File: config.mk
export PLATFORM = sky130hd
export DESIGN_NAME = periodic_task_release_scheduler_unit_flat
export DESIGN_NICKNAME = d
export VERILOG_FILES = /design/src/rtl/ptrs_pkg.sv /design/src/rtl/ptrs_if.sv /design/src/rtl/ptrs_front.sv /design/src/rtl/ptrs_back.sv /design/src/rtl/periodic_task_release_scheduler_unit.sv /design/src/flat_wrapper.sv
export SDC_FILE = /design/constraint.sdc
export NUM_CORES = 2
export LEC_CHECK = 0
export BUFFER_PORTS_ARGS = -buffer_cell sky130_fd_sc_hd__clkbuf_2
export CORE_MARGIN = 1
export CORE_UTILIZATION = 55
export DETAILED_ROUTE_END_ITERATION = 12
export PLACE_DENSITY = 0.78
export REMOVE_ABC_BUFFERS = 1
export SYNTH_ARGS = -nofsm -noshare
export SYNTH_HDL_FRONTEND = slang
export SYNTH_SLANG_ARGS = --single-unit
File: constraint.sdc
create_clock -name clk -period 44.7 [get_ports clk]
set_clock_uncertainty 0.05 [all_clocks]
set_input_delay 6.705 -clock clk [delete_from_list [all_inputs] [get_ports clk]]
set_output_delay 6.705 -clock clk [all_outputs]
set_load 0.005 [all_outputs]
File: src/rtl/ptrs_pkg.sv
package ptrs_pkg;
  localparam logic [2:0] CMD_TICK = 3'd0;
  localparam logic [2:0] CMD_REG = 3'd1;
  localparam logic [2:0] CMD_SCAN = 3'd2;
  localparam logic [2:0] CMD_DUR = 3'd3;
  localparam logic [2:0] CMD_QUERY = 3'd4;

  localparam logic [2:0] KIND_REG_ACK = 3'd0;
  localparam logic [2:0] KIND_DISPATCH = 3'd1;
  localparam logic [2:0] KIND_IDLE = 3'd2;
  localparam logic [2:0] KIND_DUR_ACK = 3'd3;
  localparam logic [2:0] KIND_STATS = 3'd4;

  localparam logic [1:0] ST_OK = 2'd0;
  localparam logic [1:0] ST_FULL = 2'd1;
  localparam logic [1:0] ST_NO_TASK = 2'd2;

  localparam logic [31:0] ALL_ONES = 32'hFFFF_FFFF;

  typedef struct packed {
    logic [2:0]  cmd;
    logic [2:0]  task_id;
    logic [31:0] period_ticks;
    logic [7:0]  priority_req;
    logic [31:0] duration_us;
  } in_item_t;

  typedef struct packed {
    logic [2:0]  kind;
    logic [2:0]  task_id_res;
    logic [1:0]  status;
    logic        last;
    logic [31:0] max_us;
    logic [31:0] min_us;
    logic [31:0] sum_us;
    logic [31:0] exec_count;
    logic [31:0] overrun_count;
    logic [31:0] last_duration_us;
  } out_item_t;
endpackage

File: src/rtl/ptrs_if.sv
interface ptrs_in_if;
  import ptrs_pkg::*;
  logic     valid;
  logic     ready;
  in_item_t data;
  modport source(output valid, output data, input ready);
  modport sink(input valid, input data, output ready);
endinterface

interface ptrs_out_if;
  import ptrs_pkg::*;
  logic      valid;
  logic      ready;
  out_item_t data;
  modport source(output valid, output data, input ready);
  modport sink(input valid, input data, output ready);
endinterface

interface ptrs_cfg_if;
  logic valid;
  logic ready;
  logic data;
  modport source(output valid, output data, input ready);
  modport sink(input valid, input data, output ready);
endinterface

File: src/rtl/ptrs_front.sv
module ptrs_front (
  input  logic                clk,
  input  logic                rst_n,
  ptrs_in_if.sink             in_ch,
  output logic                q_valid,
  input  logic                q_ready,
  output ptrs_pkg::in_item_t  q_data
);
  import ptrs_pkg::*;

  // two-entry queue, drops unknown commands and bare ticks stay in order
  in_item_t    buf_r [2];
  logic [1:0]  cnt_r;
  logic        wp_r, rp_r;
  logic        push, pop, known;

  always_comb begin
    known = (in_ch.data.cmd == CMD_TICK) || (in_ch.data.cmd == CMD_REG) ||
            (in_ch.data.cmd == CMD_SCAN) || (in_ch.data.cmd == CMD_DUR) ||
            (in_ch.data.cmd == CMD_QUERY);
  end

  assign in_ch.ready = (cnt_r != 2'd2);
  assign push = in_ch.valid && in_ch.ready && known;
  assign q_valid = (cnt_r != 2'd0);
  assign q_data = buf_r[rp_r];
  assign pop = q_valid && q_ready;

  always_ff @(posedge clk) begin
    if (push) buf_r[wp_r] <= in_ch.data;
    if (!rst_n) begin
      cnt_r <= 2'd0;
      wp_r <= 1'b0;
      rp_r <= 1'b0;
    end else begin
      if (push) wp_r <= ~wp_r;
      if (pop) rp_r <= ~rp_r;
      cnt_r <= cnt_r + {1'b0, push} - {1'b0, pop};
    end
  end
endmodule

File: src/rtl/ptrs_back.sv
module ptrs_back #(
  parameter int TASK_SLOTS = 8
) (
  input  logic                clk,
  input  logic                rst_n,
  input  logic                idle_en,
  input  logic                q_valid,
  output logic                q_ready,
  input  ptrs_pkg::in_item_t  q_data,
  ptrs_out_if.source          out_ch
);
  import ptrs_pkg::*;

  localparam int IW = (TASK_SLOTS > 1) ? $clog2(TASK_SLOTS) : 1;
  // room for the sort's j index, which runs up to slots + 1
  localparam int CW = $clog2(TASK_SLOTS + 2);

  localparam logic [2:0] S_IDLE = 3'd0;
  localparam logic [2:0] S_SCAN = 3'd1;
  localparam logic [2:0] S_SORT = 3'd2;
  localparam logic [2:0] S_EMIT = 3'd3;

  logic [2:0]    state_r;
  logic [31:0]   tick_r;
  logic [CW-1:0] count_r;
  logic [31:0]   period_r [TASK_SLOTS];
  logic [7:0]    prio_r [TASK_SLOTS];
  logic [31:0]   lastrel_r [TASK_SLOTS];
  logic [31:0]   maxd_r [TASK_SLOTS];
  logic [31:0]   mind_r [TASK_SLOTS];
  logic [31:0]   totd_r [TASK_SLOTS];
  logic [31:0]   runc_r [TASK_SLOTS];
  logic [31:0]   ovr_r [TASK_SLOTS];
  logic [31:0]   recd_r [TASK_SLOTS];

  logic [IW-1:0] ready_r [TASK_SLOTS];
  logic [CW-1:0] n_r;
  logic [CW-1:0] i_r, j_r;
  logic          ov_valid_r, ov_valid_nxt;
  out_item_t     ov_r, ov_nxt;

  logic [IW-1:0] tid;
  logic          tid_ok;
  logic [IW-1:0] si;
  logic [31:0]   elapsed;
  logic          out_free;
  logic          take;

  assign tid = IW'(q_data.task_id);
  assign tid_ok = (32'(q_data.task_id) < 32'(count_r))
                  && (32'(q_data.task_id) < 32'(TASK_SLOTS));
  assign si = i_r[IW-1:0];
  assign elapsed = tick_r - lastrel_r[si];
  assign out_free = !ov_valid_r || out_ch.ready;
  assign q_ready = (state_r == S_IDLE) && out_free;
  assign take = (state_r == S_IDLE) && q_valid && out_free;
  assign out_ch.valid = ov_valid_r;
  assign out_ch.data = ov_r;

  always_comb begin
    ov_valid_nxt = ov_valid_r && !out_ch.ready;
    ov_nxt = ov_r;
    if (take) begin
      ov_nxt = '0;
      case (q_data.cmd)
        CMD_REG: begin
          ov_valid_nxt = 1'b1;
          ov_nxt.kind = KIND_REG_ACK;
          if (count_r >= CW'(TASK_SLOTS)) ov_nxt.status = ST_FULL;
          else ov_nxt.task_id_res = 3'(count_r);
        end
        CMD_DUR: begin
          ov_valid_nxt = 1'b1;
          ov_nxt.kind = KIND_DUR_ACK;
          ov_nxt.task_id_res = q_data.task_id;
          if (!tid_ok) ov_nxt.status = ST_NO_TASK;
        end
        CMD_QUERY: begin
          ov_valid_nxt = 1'b1;
          ov_nxt.kind = KIND_STATS;
          ov_nxt.task_id_res = q_data.task_id;
          if (!tid_ok) begin
            ov_nxt.status = ST_NO_TASK;
          end else begin
            ov_nxt.max_us = maxd_r[tid];
            ov_nxt.min_us = mind_r[tid];
            ov_nxt.sum_us = totd_r[tid];
            ov_nxt.exec_count = runc_r[tid];
            ov_nxt.overrun_count = ovr_r[tid];
            ov_nxt.last_duration_us = recd_r[tid];
          end
        end
        default: ;
      endcase
    end else if ((state_r == S_EMIT) && out_free) begin
      if (n_r == '0) begin
        if (idle_en) begin
          ov_valid_nxt = 1'b1;
          ov_nxt = '0;
          ov_nxt.kind = KIND_IDLE;
          ov_nxt.last = 1'b1;
        end
      end else begin
        ov_valid_nxt = 1'b1;
        ov_nxt = '0;
        ov_nxt.kind = KIND_DISPATCH;
        ov_nxt.task_id_res = 3'(ready_r[i_r[IW-1:0]]);
        ov_nxt.last = (i_r + CW'(1) == n_r);
      end
    end
  end

  always_ff @(posedge clk) begin
    if (!rst_n) begin
      state_r <= S_IDLE;
      tick_r <= '0;
      count_r <= '0;
      ov_valid_r <= 1'b0;
      for (int k = 0; k < TASK_SLOTS; k++) begin
        maxd_r[k] <= '0;
        mind_r[k] <= ALL_ONES;
        totd_r[k] <= '0;
        runc_r[k] <= '0;
        ovr_r[k] <= '0;
        recd_r[k] <= '0;
      end
    end else begin
      ov_valid_r <= ov_valid_nxt;
      ov_r <= ov_nxt;
      unique case (state_r)
        S_IDLE: begin
          if (take) begin
            case (q_data.cmd)
              CMD_TICK: tick_r <= tick_r + 32'd1;
              CMD_REG: begin
                if (count_r < CW'(TASK_SLOTS)) begin
                  period_r[count_r[IW-1:0]] <= q_data.period_ticks;
                  prio_r[count_r[IW-1:0]] <= q_data.priority_req;
                  lastrel_r[count_r[IW-1:0]] <= '0;
                  count_r <= count_r + CW'(1);
                end
              end
              CMD_SCAN: begin
                i_r <= '0;
                n_r <= '0;
                state_r <= S_SCAN;
              end
              CMD_DUR: begin
                if (tid_ok) begin
                  recd_r[tid] <= q_data.duration_us;
                  totd_r[tid] <= totd_r[tid] + q_data.duration_us;
                  runc_r[tid] <= runc_r[tid] + 32'd1;
                  if (q_data.duration_us > maxd_r[tid]) maxd_r[tid] <= q_data.duration_us;
                  if (q_data.duration_us < mind_r[tid]) mind_r[tid] <= q_data.duration_us;
                end
              end
              default: ;
            endcase
          end
        end
        // one slot per cycle
        S_SCAN: begin
          if (i_r >= count_r) begin
            i_r <= '0;
            j_r <= CW'(1);
            state_r <= S_SORT;
          end else begin
            if (lastrel_r[si] == 32'd0) begin
              lastrel_r[si] <= tick_r;
              ready_r[n_r[IW-1:0]] <= si;
              n_r <= n_r + CW'(1);
            end else if (elapsed >= period_r[si]) begin
              if (elapsed >= {period_r[si][30:0], 1'b0}) ovr_r[si] <= ovr_r[si] + 32'd1;
              lastrel_r[si] <= tick_r;
              ready_r[n_r[IW-1:0]] <= si;
              n_r <= n_r + CW'(1);
            end
            i_r <= i_r + CW'(1);
          end
        end
        // exchange sort, one compare per cycle
        S_SORT: begin
          if (i_r >= n_r) begin
            i_r <= '0;
            state_r <= S_EMIT;
          end else if (j_r >= n_r) begin
            i_r <= i_r + CW'(1);
            j_r <= i_r + CW'(2);
          end else begin
            if (prio_r[ready_r[j_r[IW-1:0]]] > prio_r[ready_r[i_r[IW-1:0]]]) begin
              ready_r[i_r[IW-1:0]] <= ready_r[j_r[IW-1:0]];
              ready_r[j_r[IW-1:0]] <= ready_r[i_r[IW-1:0]];
            end
            j_r <= j_r + CW'(1);
          end
        end
        S_EMIT: begin
          if (out_free) begin
            if (n_r == '0) begin
              state_r <= S_IDLE;
            end else begin
              i_r <= i_r + CW'(1);
              if (i_r + CW'(1) == n_r) state_r <= S_IDLE;
            end
          end
        end
        default: state_r <= S_IDLE;
      endcase
    end
  end
endmodule

File: src/rtl/periodic_task_release_scheduler_unit.sv
// channel | dir | payload
// in_     | in  | cmd, task_id, period_ticks, priority_req, duration_us
// out_    | out | kind, task_id_res, status, last, statistics
// cfg_    | in  | idle_output_enabled
// a register, duration or query item is written into the output register when the back end takes it
// a scan holds the back end through a slot walk over the registered tasks, an exchange
// sort of the released ones, and the emit
// rst_n clears time, task count and statistics; task tables fill on register
// a full output register holds the back end; the queue accepts until its 2 entries fill
module periodic_task_release_scheduler_unit #(
  parameter int TASK_SLOTS = 8
) (
  input logic     clk,
  input logic     rst_n,
  ptrs_in_if.sink in_ch,
  ptrs_out_if.source out_ch,
  ptrs_cfg_if.sink cfg_ch
);
  import ptrs_pkg::*;

  logic     idle_en_r;
  logic     q_valid, q_ready;
  in_item_t q_data;

  assign cfg_ch.ready = 1'b1;
  always_ff @(posedge clk) begin
    if (!rst_n) idle_en_r <= 1'b0;
    else if (cfg_ch.valid) idle_en_r <= cfg_ch.data;
  end

  ptrs_front u_front (
    .clk, .rst_n, .in_ch, .q_valid, .q_ready, .q_data
  );

  ptrs_back #(.TASK_SLOTS(TASK_SLOTS)) u_back (
    .clk, .rst_n, .idle_en(idle_en_r), .q_valid, .q_ready, .q_data, .out_ch
  );
endmodule

File: src/flat_wrapper.sv
// flat-port wrapper written by rule: the top's interface ports become plain ports
module periodic_task_release_scheduler_unit_flat import ptrs_pkg::*;
#(
  parameter int TASK_SLOTS = 8
)
  (clk, rst_n, in_ch_valid, in_ch_data, in_ch_ready, out_ch_valid, out_ch_data, out_ch_ready, cfg_ch_valid, cfg_ch_data, cfg_ch_ready);
  ptrs_in_if in_ch_i ();
  ptrs_out_if out_ch_i ();
  ptrs_cfg_if cfg_ch_i ();
  input logic clk;
  input logic rst_n;
  input wire logic [$bits(in_ch_i.valid)-1:0] in_ch_valid;
  input wire logic [$bits(in_ch_i.data)-1:0] in_ch_data;
  output wire logic [$bits(in_ch_i.ready)-1:0] in_ch_ready;
  output wire logic [$bits(out_ch_i.valid)-1:0] out_ch_valid;
  output wire logic [$bits(out_ch_i.data)-1:0] out_ch_data;
  input wire logic [$bits(out_ch_i.ready)-1:0] out_ch_ready;
  input wire logic [$bits(cfg_ch_i.valid)-1:0] cfg_ch_valid;
  input wire logic [$bits(cfg_ch_i.data)-1:0] cfg_ch_data;
  output wire logic [$bits(cfg_ch_i.ready)-1:0] cfg_ch_ready;
  assign in_ch_i.valid = in_ch_valid;
  assign in_ch_i.data = in_ch_data;
  assign in_ch_ready = in_ch_i.ready;
  assign out_ch_valid = out_ch_i.valid;
  assign out_ch_data = out_ch_i.data;
  assign out_ch_i.ready = out_ch_ready;
  assign cfg_ch_i.valid = cfg_ch_valid;
  assign cfg_ch_i.data = cfg_ch_data;
  assign cfg_ch_ready = cfg_ch_i.ready;
  periodic_task_release_scheduler_unit #(.TASK_SLOTS(TASK_SLOTS)) u_core (.clk(clk), .rst_n(rst_n), .in_ch(in_ch_i), .out_ch(out_ch_i), .cfg_ch(cfg_ch_i));
endmodule
==> flow_summary.toml <==
[outcome]
outcome = "completed"

[global_routing]
grt-ovfl-total = 0
grt_max_degree = 151
antenna_found_initial = 17
first_global_vias = 74017
grt_usage = 0.3162
grt_pass1_wl_um = 477500

[place]
place.gp.congestion = 0.8982
dp_hpwl_um = 189800
io_buffers = 286
place_inst = 10501

[sta]
rsz0062_at_grt = "no"
final_hold_viol_count = 0
slew_headroom = 0.09429
fin_crit_sh = 0.2493
setup_viol = 0
setup_tns_ps = 0
max_slew.worst_pin.slew_ps = 1344
maxSlewViolCount = 0
timing.fmax_mhz = 89.74
layout_min_cycle_time_ps = 11140

[worst_setup_path]
startpoint = "out_ch_ready"
critPathMaxFanout = 63
crit_path_end_kind = "register"
worstPathArrival_ps = 11600
critical_path_required_ps = 45160
critPathKind = "input port to register"
critPathLaunchType = "input port"

[pwr]
power_frac_seq = 0.414
power_leakage_nw = 44.02
power.internal_mw = 4.665
powerDensity_mw_per_mm2 = 54.67
p_clk_frac = 0.331
power_switching_mw = 2.192
comb_power_share = 0.256
ir_drop_mv = 0.04614
switching_share = 0.3197

[logic_synthesis]
synth_cells = 7921
synth.avg_cell_area_um2 = 14.14
yosysTopAreaCell = "edfxtp_1"
synth-main-ff-cell = "edfxtp_1"
synth_edf_count = 2505
synth.area.top_cells = "edfxtp_1, nor2_1, mux4_2, a22oi_1, ha_1"
yosysWarnings = 0
ys_seq_elements = 2556
yosysUniqueCellTypes = 99
syn-cell-area_mm2 = 0.1120
seq_area_frac_synth = 0.6807
netlist.area_leader.share = 0.6716
ys_async_sr_fraction = 0

[route]
drt-initial-drc-count = 11756
wl_per_cell_um = 30.18
drc = 0
vias = 74982
drtAntennaViolNets = 0
drt_first_pass_iters = 8
drt_wl_total_um = 331400
vias_per_cell = 6.830

[clocking]
postCtsSetupBuffers = 0
cts_max_level = 5
ctsRootBufferMaster = "clkbuf_16"
cts_buffers = 281
cts_buffer_depth = 4
clk_latency_ps = 960
cts.sinks = 2556
cts.clk_slew.worst_paths_ps = 60
cts_tree = "yes"
hold_buffers = 0
cts_resized = 0

[die]
ios = 288
die_x_um = 453.3
rows = 165
die_area_mm2 = 0.2055
start_util = 0.5536
core_mm2 = 0.2023
die_height_um = 453.3

[min_path]
hold_class = "register to register"
hp-start = "u_core.u_back.tick_r[19]"

[finish]
nFillCells = 14146
area_delta_synth_final_pct = 11.97
drive_gt1_frac = 0.1549
layoutNonFillerInstCount = 10978
fin_nets = 8428

[flow_run]
drv_cap = 0
## worst max-delay path, stage by stage
cell,delay [ps]
clkbuf_2,190
nor2b_1,170
nor2_1,580
nand3_1,410
nor2_4,970
nand2_4,730
nand2_4,730
buf_4,1000
## layer usage
layer	global-route usage	wire [um]	vias to the layer above
met3	0.07243	44260	1149
met1	0.4062	112600	36975
met5	0	102	-
met4	0.1943	22990	20
li1	-	-	30684
met2	0.4904	151400	6154
## cells in the mapped netlist (all sizes together) (19+ instances only)
cell type / number
a31oi: 19
nor2: 1268
a222oi: 52
inv: 87
mux2: 87
nor2b: 123
mux2i: 209
xor2: 68
a211oi: 44
edfxtp: 2505
and4: 41
a22o: 57
a221oi: 71
clkbuf: 425
nand4: 62
xnor2: 84
a22oi: 481
dfxtp: 51
mux4: 210
nor4: 30
nand3: 68
or3: 19
a221o: 26
nand2: 507
o21ai: 131
a21oi: 181
ha: 230
a41oi: 48
o21a: 32
o211ai: 20
nor3: 47
and2: 45
buf: 134
nand2b: 26
a21o: 71
and3: 229
## path summary, 6_finish.rpt
kind / to / slack [ps] / cells after the start
setup reg to reg: u_core.u_back.ovr_r[6][26] / 33680 / 27
hold reg to reg: u_core.u_back.tick_r[19] / 490 / 2
hold / removal: u_core.u_back.tick_r[19] / 490 / 2
setup / recovery: u_core.u_back.runc_r[6][6] / 33560 / 8
## power groups by stage
stage	Sequential, mW	Clock, mW	Combinational (mW)
after CTS	2.83	2.27	1.70
after global placement	2.88	0	1.64
after floorplan	2.93	0	1.07
after global routing	2.84	2.35	1.84
final	2.84	2.27	1.75
after detailed placement	2.88	0	1.68
## registers in the layout (all words and copies together), names as in the netlist, 4 cells and up, named ones only
| register | cells |
|---|---|
| u_core.u_back.n_r | 4 |
| u_core.u_back.period_r | 256 |
| u_core.u_back.lastrel_r | 256 |
| u_core.u_back.ovr_r | 256 |
| u_core.u_back.maxd_r | 256 |
| u_core.u_front.buf_r | 156 |
| u_core.u_back.ready_r | 24 |
| u_core.u_back.j_r | 4 |
| u_core.u_back.i_r | 4 |
| u_core.u_back.tick_r | 32 |
| u_core.u_back.mind_r | 256 |
| u_core.u_back.out_ch.data | 201 |
| u_core.u_back.runc_r | 256 |
| u_core.u_back.totd_r | 256 |
| u_core.u_back.count_r | 4 |
| u_core.u_back.prio_r | 64 |
| u_core.u_back.recd_r | 256 |
## logic make-up after synthesis
logic type / synth area share
xor+xnor: 0.01269
fa+ha+maj: 0.02614
flops: 0.6807
buf+inv: 0.02328
simple gates: 0.1020
other cells: 0.00003348
compound gates: 0.08525
mux: 0.06994
## stage by stage
stage / setup WS (ps) / hold slack [ps] / util / total power, mW / instance area, um^2
2_1_floorplan: 21330 / 404.7 / - / 4.004 / 109700
3_3_place_gp: 32990 / 454.4 / 0.5763 / 4.515 / 116600
3_5_place_dp: 32870 / 473.5 / 0.5763 / 4.564 / 116600
4_1_cts: 33790 / 482.4 / 0.6198 / 6.801 / 125400
5_1_grt: 33290 / 515.5 / 0.6198 / 7.035 / 125400
6_report: 33560 / 490.6 / 0.6199 / 6.856 / 125400
## layout by cell type, fill, tap and decap left out, drive strengths merged, types with 131 or more instances in the layout
cell and n:
a21oi 181, a22oi 481, and3 229, buf 182
clkbuf 618, edfxtp 2505, ha 230, mux2i 209
mux4 210, nand2 507, nor2 1268, o21ai 131
## area by class of cell
class / instances / area (um^2) / area share
multi-input combinational: 4717 / 33780 / 0.2694
antenna: 6 / 15.01 / 0.0001197
inverter: 89 / 334.1 / 0.002664
timing repair buffer: 467 / 2880 / 0.02297
clock inverter: 138 / 1436 / 0.01145
tap: 2672 / 3343 / 0.02666
clock buffer: 333 / 7363 / 0.05871
sequential: 2556 / 76260 / 0.6081
Note: power is estimated with default switching activity, not from simulation.
